File: src/sv/gnd_pkg.sv
`default_nettype none
package gnd_pkg;
  localparam logic [31:0] HASH_MUL_A = 32'd3284157443;
  localparam logic [31:0] HASH_MUL_B = 32'd1911520717;
  localparam logic [31:0] HASH_MUL_C = 32'd2048419325;

  localparam int CORDIC_STEPS = 17;
  // cordic, gradient and noise datapath widths
  localparam int CW = 34;
  localparam int ZW = 33;
  localparam int GW = 18;
  localparam int NW = 38;
  localparam logic signed [CW-1:0] CORDIC_START = 34'sd652032874;

  typedef logic signed [ZW-1:0] ang_t;
  typedef ang_t atan_tab_t [CORDIC_STEPS];

  // atan(2^-i) in 2^-32 turns
  localparam atan_tab_t ATAN_TURNS = '{
    33'sd536870912, 33'sd316933406, 33'sd167458907, 33'sd85004756,
    33'sd42667331, 33'sd21354465, 33'sd10679838, 33'sd5340245,
    33'sd2670163, 33'sd1335087, 33'sd667544, 33'sd333772, 33'sd166886,
    33'sd83443, 33'sd41722, 33'sd20861, 33'sd10430
  };

  function automatic logic [31:0] rot16(input logic [31:0] v);
    rot16 = {v[15:0], v[31:16]};
  endfunction
endpackage
`default_nettype wire

File: src/sv/gnd_cordic.sv
`default_nettype none
module gnd_cordic #(
  parameter int ANGLE_BITS = 10
) (
  input  wire logic                        clk,
  input  wire logic                        en,
  input  wire logic [31:0]                 hash,
  output logic signed [gnd_pkg::GW-1:0]    grad_x,
  output logic signed [gnd_pkg::GW-1:0]    grad_y
);
  import gnd_pkg::*;

  // keeps only the top angle bits inside the quadrant
  localparam logic [29:0] ZMASK = ~30'((64'd1 << (32 - ANGLE_BITS)) - 64'd1);

  logic signed [CW-1:0] c_r [CORDIC_STEPS];
  logic signed [CW-1:0] s_r [CORDIC_STEPS];
  ang_t                 z_r [CORDIC_STEPS];
  logic [1:0]           q_r [CORDIC_STEPS];

  genvar k;
  generate
    for (k = 0; k < CORDIC_STEPS; k++) begin : g_step
      logic signed [CW-1:0] c_p, s_p, c_nxt, s_nxt;
      ang_t                 z_p, z_nxt;
      logic [1:0]           q_p;
      if (k == 0) begin : g_first
        assign c_p = CORDIC_START;
        assign s_p = '0;
        assign z_p = ang_t'({3'b000, hash[29:0] & ZMASK});
        assign q_p = hash[31:30];
      end else begin : g_rest
        assign c_p = c_r[k-1];
        assign s_p = s_r[k-1];
        assign z_p = z_r[k-1];
        assign q_p = q_r[k-1];
      end
      always_comb begin
        if (!z_p[ZW-1]) begin
          c_nxt = c_p - (s_p >>> k);
          s_nxt = s_p + (c_p >>> k);
          z_nxt = z_p - ATAN_TURNS[k];
        end else begin
          c_nxt = c_p + (s_p >>> k);
          s_nxt = s_p - (c_p >>> k);
          z_nxt = z_p + ATAN_TURNS[k];
        end
      end
      always_ff @(posedge clk) begin
        if (en) begin
          c_r[k] <= c_nxt;
          s_r[k] <= s_nxt;
          z_r[k] <= z_nxt;
          q_r[k] <= q_p;
        end
      end
    end
  endgenerate

  logic signed [CW-1:0] c_rnd, s_rnd;
  logic signed [GW-1:0] c_q, s_q;
  logic signed [GW-1:0] gx_nxt, gy_nxt, gx_r, gy_r;

  // round to q1.16
  assign c_rnd = (c_r[CORDIC_STEPS-1] + 34'sd8192) >>> 14;
  assign s_rnd = (s_r[CORDIC_STEPS-1] + 34'sd8192) >>> 14;
  assign c_q   = c_rnd[GW-1:0];
  assign s_q   = s_rnd[GW-1:0];

  always_comb begin
    case (q_r[CORDIC_STEPS-1])
      2'd0:    begin gx_nxt = c_q;  gy_nxt = s_q;  end
      2'd1:    begin gx_nxt = -s_q; gy_nxt = c_q;  end
      2'd2:    begin gx_nxt = -c_q; gy_nxt = -s_q; end
      default: begin gx_nxt = s_q;  gy_nxt = -c_q; end
    endcase
  end

  always_ff @(posedge clk) begin
    if (en) begin
      gx_r <= gx_nxt;
      gy_r <= gy_nxt;
    end
  end

  assign grad_x = gx_r;
  assign grad_y = gy_r;
endmodule
`default_nettype wire

File: config.mk
export PLATFORM = sky130hd
export DESIGN_NAME = gnd_cordic
export DESIGN_NICKNAME = d
export VERILOG_FILES = /design/src/sv/gnd_pkg.sv /design/src/sv/gnd_cordic.sv
export SDC_FILE = /design/constraint.sdc
export NUM_CORES = 2
export LEC_CHECK = 0
export BUFFER_PORTS_ARGS = -buffer_cell sky130_fd_sc_hd__buf_2
export CORE_UTILIZATION = 45
export DETAILED_ROUTE_END_ITERATION = 8
export PLACE_DENSITY_LB_ADDON = 0.08
export SYNTH_ARGS = -nofsm -noshare
export SYNTH_HDL_FRONTEND = slang
export SYNTH_SLANG_ARGS = --single-unit
File: constraint.sdc
create_clock -name clk -period 5.8 [get_ports clk]
set_input_delay 1.16 -clock clk [delete_from_list [all_inputs] [get_ports clk]]
set_output_delay 1.16 -clock clk [all_outputs]
set_load 0.03 [all_outputs]
==> out/qor.yml <==
cells_and_area:
  mostFrequentLayoutCell: "sky130_fd_sc_hd__edfxtp_1"
  drive_gt1_share_pct: 5.08
  nets: 14816
  syn_to_final_growth_pct: 8.97
  most-common-layout-cells: "1496 x sky130_fd_sc_hd__edfxtp_1, 1434 x sky130_fd_sc_hd__a21oi_1, 1403 x sky130_fd_sc_hd__ha_1, 1248 x sky130_fd_sc_hd__nor2_1, 1176 x sky130_fd_sc_hd__xnor2_1"
  final.fill_count: 25464
critical_path:
  cell_chain_of_the_critical_path: "nor2_1, nor4b_2, nand3b_1, nor3_1, and3b_1, a21oi_1, xor2_1, ha_1, nand3_1, nor3_1, or3b_2, a2bb2oi_1, a211oi_1, nor2_1, a21oi_1, mux2i_1, a221oi_1"
  critical_path_arrival_ns: 6.03
  critical-path-slowest-cell: "sky130_fd_sc_hd__a211oi_1"
  timing.critical_path.required_ns: 6.37
  cp_num_buf_inv: 0
  critical_path_class: "register to register"
  path_delay_family: "simple AND/OR/NAND/NOR gates"
  cp-start-kind: "register"
  critPathMaxStageDelay_ns: 0.54
  crit_fanout: 7
  worst_setup_path_end_kind: "register"
route:
  routed_wirelength_um: 338000
  routed_wire_length_per_instance_um: 19.6
  antenna_left: 0
  drt-pass1-iter-count: 7
  dr_total_vias: 99116
  viasPerCell: 5.76
  drt-initial-drc-count: 6890
  drc_violation_count_after_routing: 0
flow_run:
  maxCapViolations: 0
die:
  die-area_um2: 282000
  placement_rows: 193
  floorplan.die.height_um: 531
  io_pins: 70
  coreArea_um2: 277000
  die_width_um: 531
  initial_core_utilization_pct: 45.4
logic_synthesis:
  yosys.area.top_type: "sky130_fd_sc_hd__edfxtp_1"
  synthesized_flop_and_latch_total: 1496
  synth-edff-count: 1496
  post_syn_area_um2: 126000
  synth_unique_cells: 101
  synth_fp_nets: 14683
  post-synth-top-area-fraction_pct: 35.6
  synth_flop_cell: "sky130_fd_sc_hd__edfxtp_1"
  synth.yosys.seq_area_share_pct: 35.6
  synth.avg_cell_area_um2: 9.55
  async_flop_share_pct: 0
  synth_top_area_cells: "sky130_fd_sc_hd__edfxtp_1 36%, sky130_fd_sc_hd__ha_1 14%, sky130_fd_sc_hd__xnor2_1 8.2%"
  yosysWarnings: 0
  syn-instance-count: 13206
sta:
  max_clock_freq_ghz: 0.183
  totalNegativeSetupSlack_ns: 0
  finalMaxSlewViolations: 0
  finClkSkew_ns: 0.0558
  slew_headroom_pct: 29.1
  finalSetupViolations: 0
  hold_viol_final: 0
  fin_crit_ns: 5.46
  final_min_period_over_clock_period_pct: 94.1
  worst_pin_slew_ns: 1.05
  rsz0062_at_grt: "no"
clock_tree:
  clock-root-buffer: "sky130_fd_sc_hd__clkbuf_16"
  tritoncts_clock_tree: "done"
  clk_latency_ns: 0.87
  h_tree_levels: 4
  post-cts-setup-buffers: 0
  ctsLongestPathBuffers: 4
  cts-buffers-inserted: 187
  clkSinkCount: 1496
  cts.reportedPaths.clkPinSlew_ns: 0.07
worst_hold_path:
  hold_path_class: "register to register"
global_routing:
  gr-usage-all-layers_pct: 23.3
  number_of_antenna_violations_at_the_first_check_in_global_routing: 7
  grt_overflow: 0
  grt_pass1_wl_um: 528000
  largest_net_degree_at_the_start_of_global_routing: 180
  number_of_global_route_vias_before_repair: 95030
placed_design:
  place.port_buffers: 47
  gp_congestion: 0.913
  hpwl_um: 267000
run_status:
  result_of_the_run: "completed"
==> what timing repair did <==
action                                  CTS  global route
resized for setup                         0             3
hold buffers                              0             0
endpoints found under the setup margin    0             6
==> metrics by stage <==
stage               setup WS (ns)  hold slack (ns)  instances  area, µm²  utilization (%)
finish                      0.342            0.414      17201     137000             49.5
global route              0.00321            0.402      17200     137000             49.5
CTS                         0.181            0.366      17196     137000             49.5
detailed placement          0.242            0.405      16855     131000             47.3
global placement            0.319            0.401      16855     131000             47.3
floorplan                    1.16            0.400      13206     126000                -
==> state kept, by name (all words and copies together), names as in the netlist <==
signal	count
q_r	34
grad_x	18
grad_y	18
z_r	436
c_r	494
s_r	496
==> path summary, 6_finish.rpt <==
| check | cells past startpoint | slack, ns | startpoint | to |
|---|---|---|---|---|
| setup / recovery | 17 | 0.34 | s_r[1][187]$_DFFE_PP_ | c_r[0][506]$_DFFE_PP_ |
| hold / removal | 0 | 0.41 | q_r[1][10]$_DFFE_PP_ | q_r[1][12]$_DFFE_PP_ |
| setup reg to reg | 17 | 0.34 | s_r[1][187]$_DFFE_PP_ | c_r[0][506]$_DFFE_PP_ |
| hold reg to reg | 0 | 0.41 | q_r[1][10]$_DFFE_PP_ | q_r[1][12]$_DFFE_PP_ |
==> cell usage after synthesis, types with 21 or more instances <==
cell type and n:
sky130_fd_sc_hd__buf_1 36, sky130_fd_sc_hd__nor3b_1 34, sky130_fd_sc_hd__and4_1 24, sky130_fd_sc_hd__nor4_1 89
sky130_fd_sc_hd__nor2b_1 169, sky130_fd_sc_hd__mux2_2 61, sky130_fd_sc_hd__a31oi_1 138, sky130_fd_sc_hd__a211o_1 39
sky130_fd_sc_hd__a21oi_1 1434, sky130_fd_sc_hd__nand4_1 116, sky130_fd_sc_hd__o22ai_1 26, sky130_fd_sc_hd__and2_1 80
sky130_fd_sc_hd__a211oi_1 143, sky130_fd_sc_hd__o211ai_1 70, sky130_fd_sc_hd__a221oi_1 36, sky130_fd_sc_hd__o31a_1 37
sky130_fd_sc_hd__o31ai_1 58, sky130_fd_sc_hd__or4_1 36, sky130_fd_sc_hd__xnor2_1 1176, sky130_fd_sc_hd__xor2_1 604
sky130_fd_sc_hd__a41oi_1 21, sky130_fd_sc_hd__a21o_1 561, sky130_fd_sc_hd__nand2b_1 207, sky130_fd_sc_hd__and3_1 125
sky130_fd_sc_hd__or2_2 48, sky130_fd_sc_hd__or3_1 85, sky130_fd_sc_hd__ha_1 1403, sky130_fd_sc_hd__o21ai_0 641
sky130_fd_sc_hd__a21boi_0 50, sky130_fd_sc_hd__a31o_2 41, sky130_fd_sc_hd__inv_1 551, sky130_fd_sc_hd__nand3_1 254
sky130_fd_sc_hd__fa_1 40, sky130_fd_sc_hd__nand2_1 603, sky130_fd_sc_hd__edfxtp_1 1496, sky130_fd_sc_hd__o21a_1 231
sky130_fd_sc_hd__nor2_1 1248, sky130_fd_sc_hd__o21bai_1 133, sky130_fd_sc_hd__mux2i_1 73, sky130_fd_sc_hd__nor3_1 421
sky130_fd_sc_hd__clkbuf_1 184, sky130_fd_sc_hd__o41ai_1 39, sky130_fd_sc_hd__a2111oi_0 26
==> area by class of cell <==
type	instances	area (µm²)	share of cell area, %
diodes	5	12.5	0.00911
well taps	3705	4640	3.37
clock inverters	129	1300	0.949
clock buffers	212	4840	3.52
repair buffers	170	1370	1.00
multi-input cells	10926	78200	56.9
flip-flops and latches	1496	44900	32.7
inverters	558	2090	1.52
==> per-layer routing <==
layer	vias to the layer above	part of all wire [%]	track usage, %
li1	49491	-	-
met1	47151	46	31.4
met2	2068	47	39.5
met3	406	4.1	2.23
met4	0	2.9	7.00
met5	-	0	0
==> kinds of logic after synthesis <==
logic type | count (synthesis) | synth area share [%]
AOI/OAI and AO/OA | 3926 | 19.6
and+or+nand+nor | 3621 | 13.9
xor gates and xnor gates | 1782 | 12.4
DFF | 1496 | 35.6
adders and majority gates | 1443 | 14.6
buffers and inverters | 784 | 2.34
muxes | 154 | 1.48
Power is left out: the tool's default activity adds up to more than one toggle a clock period on the data nets, which glitch-free logic cannot reach.
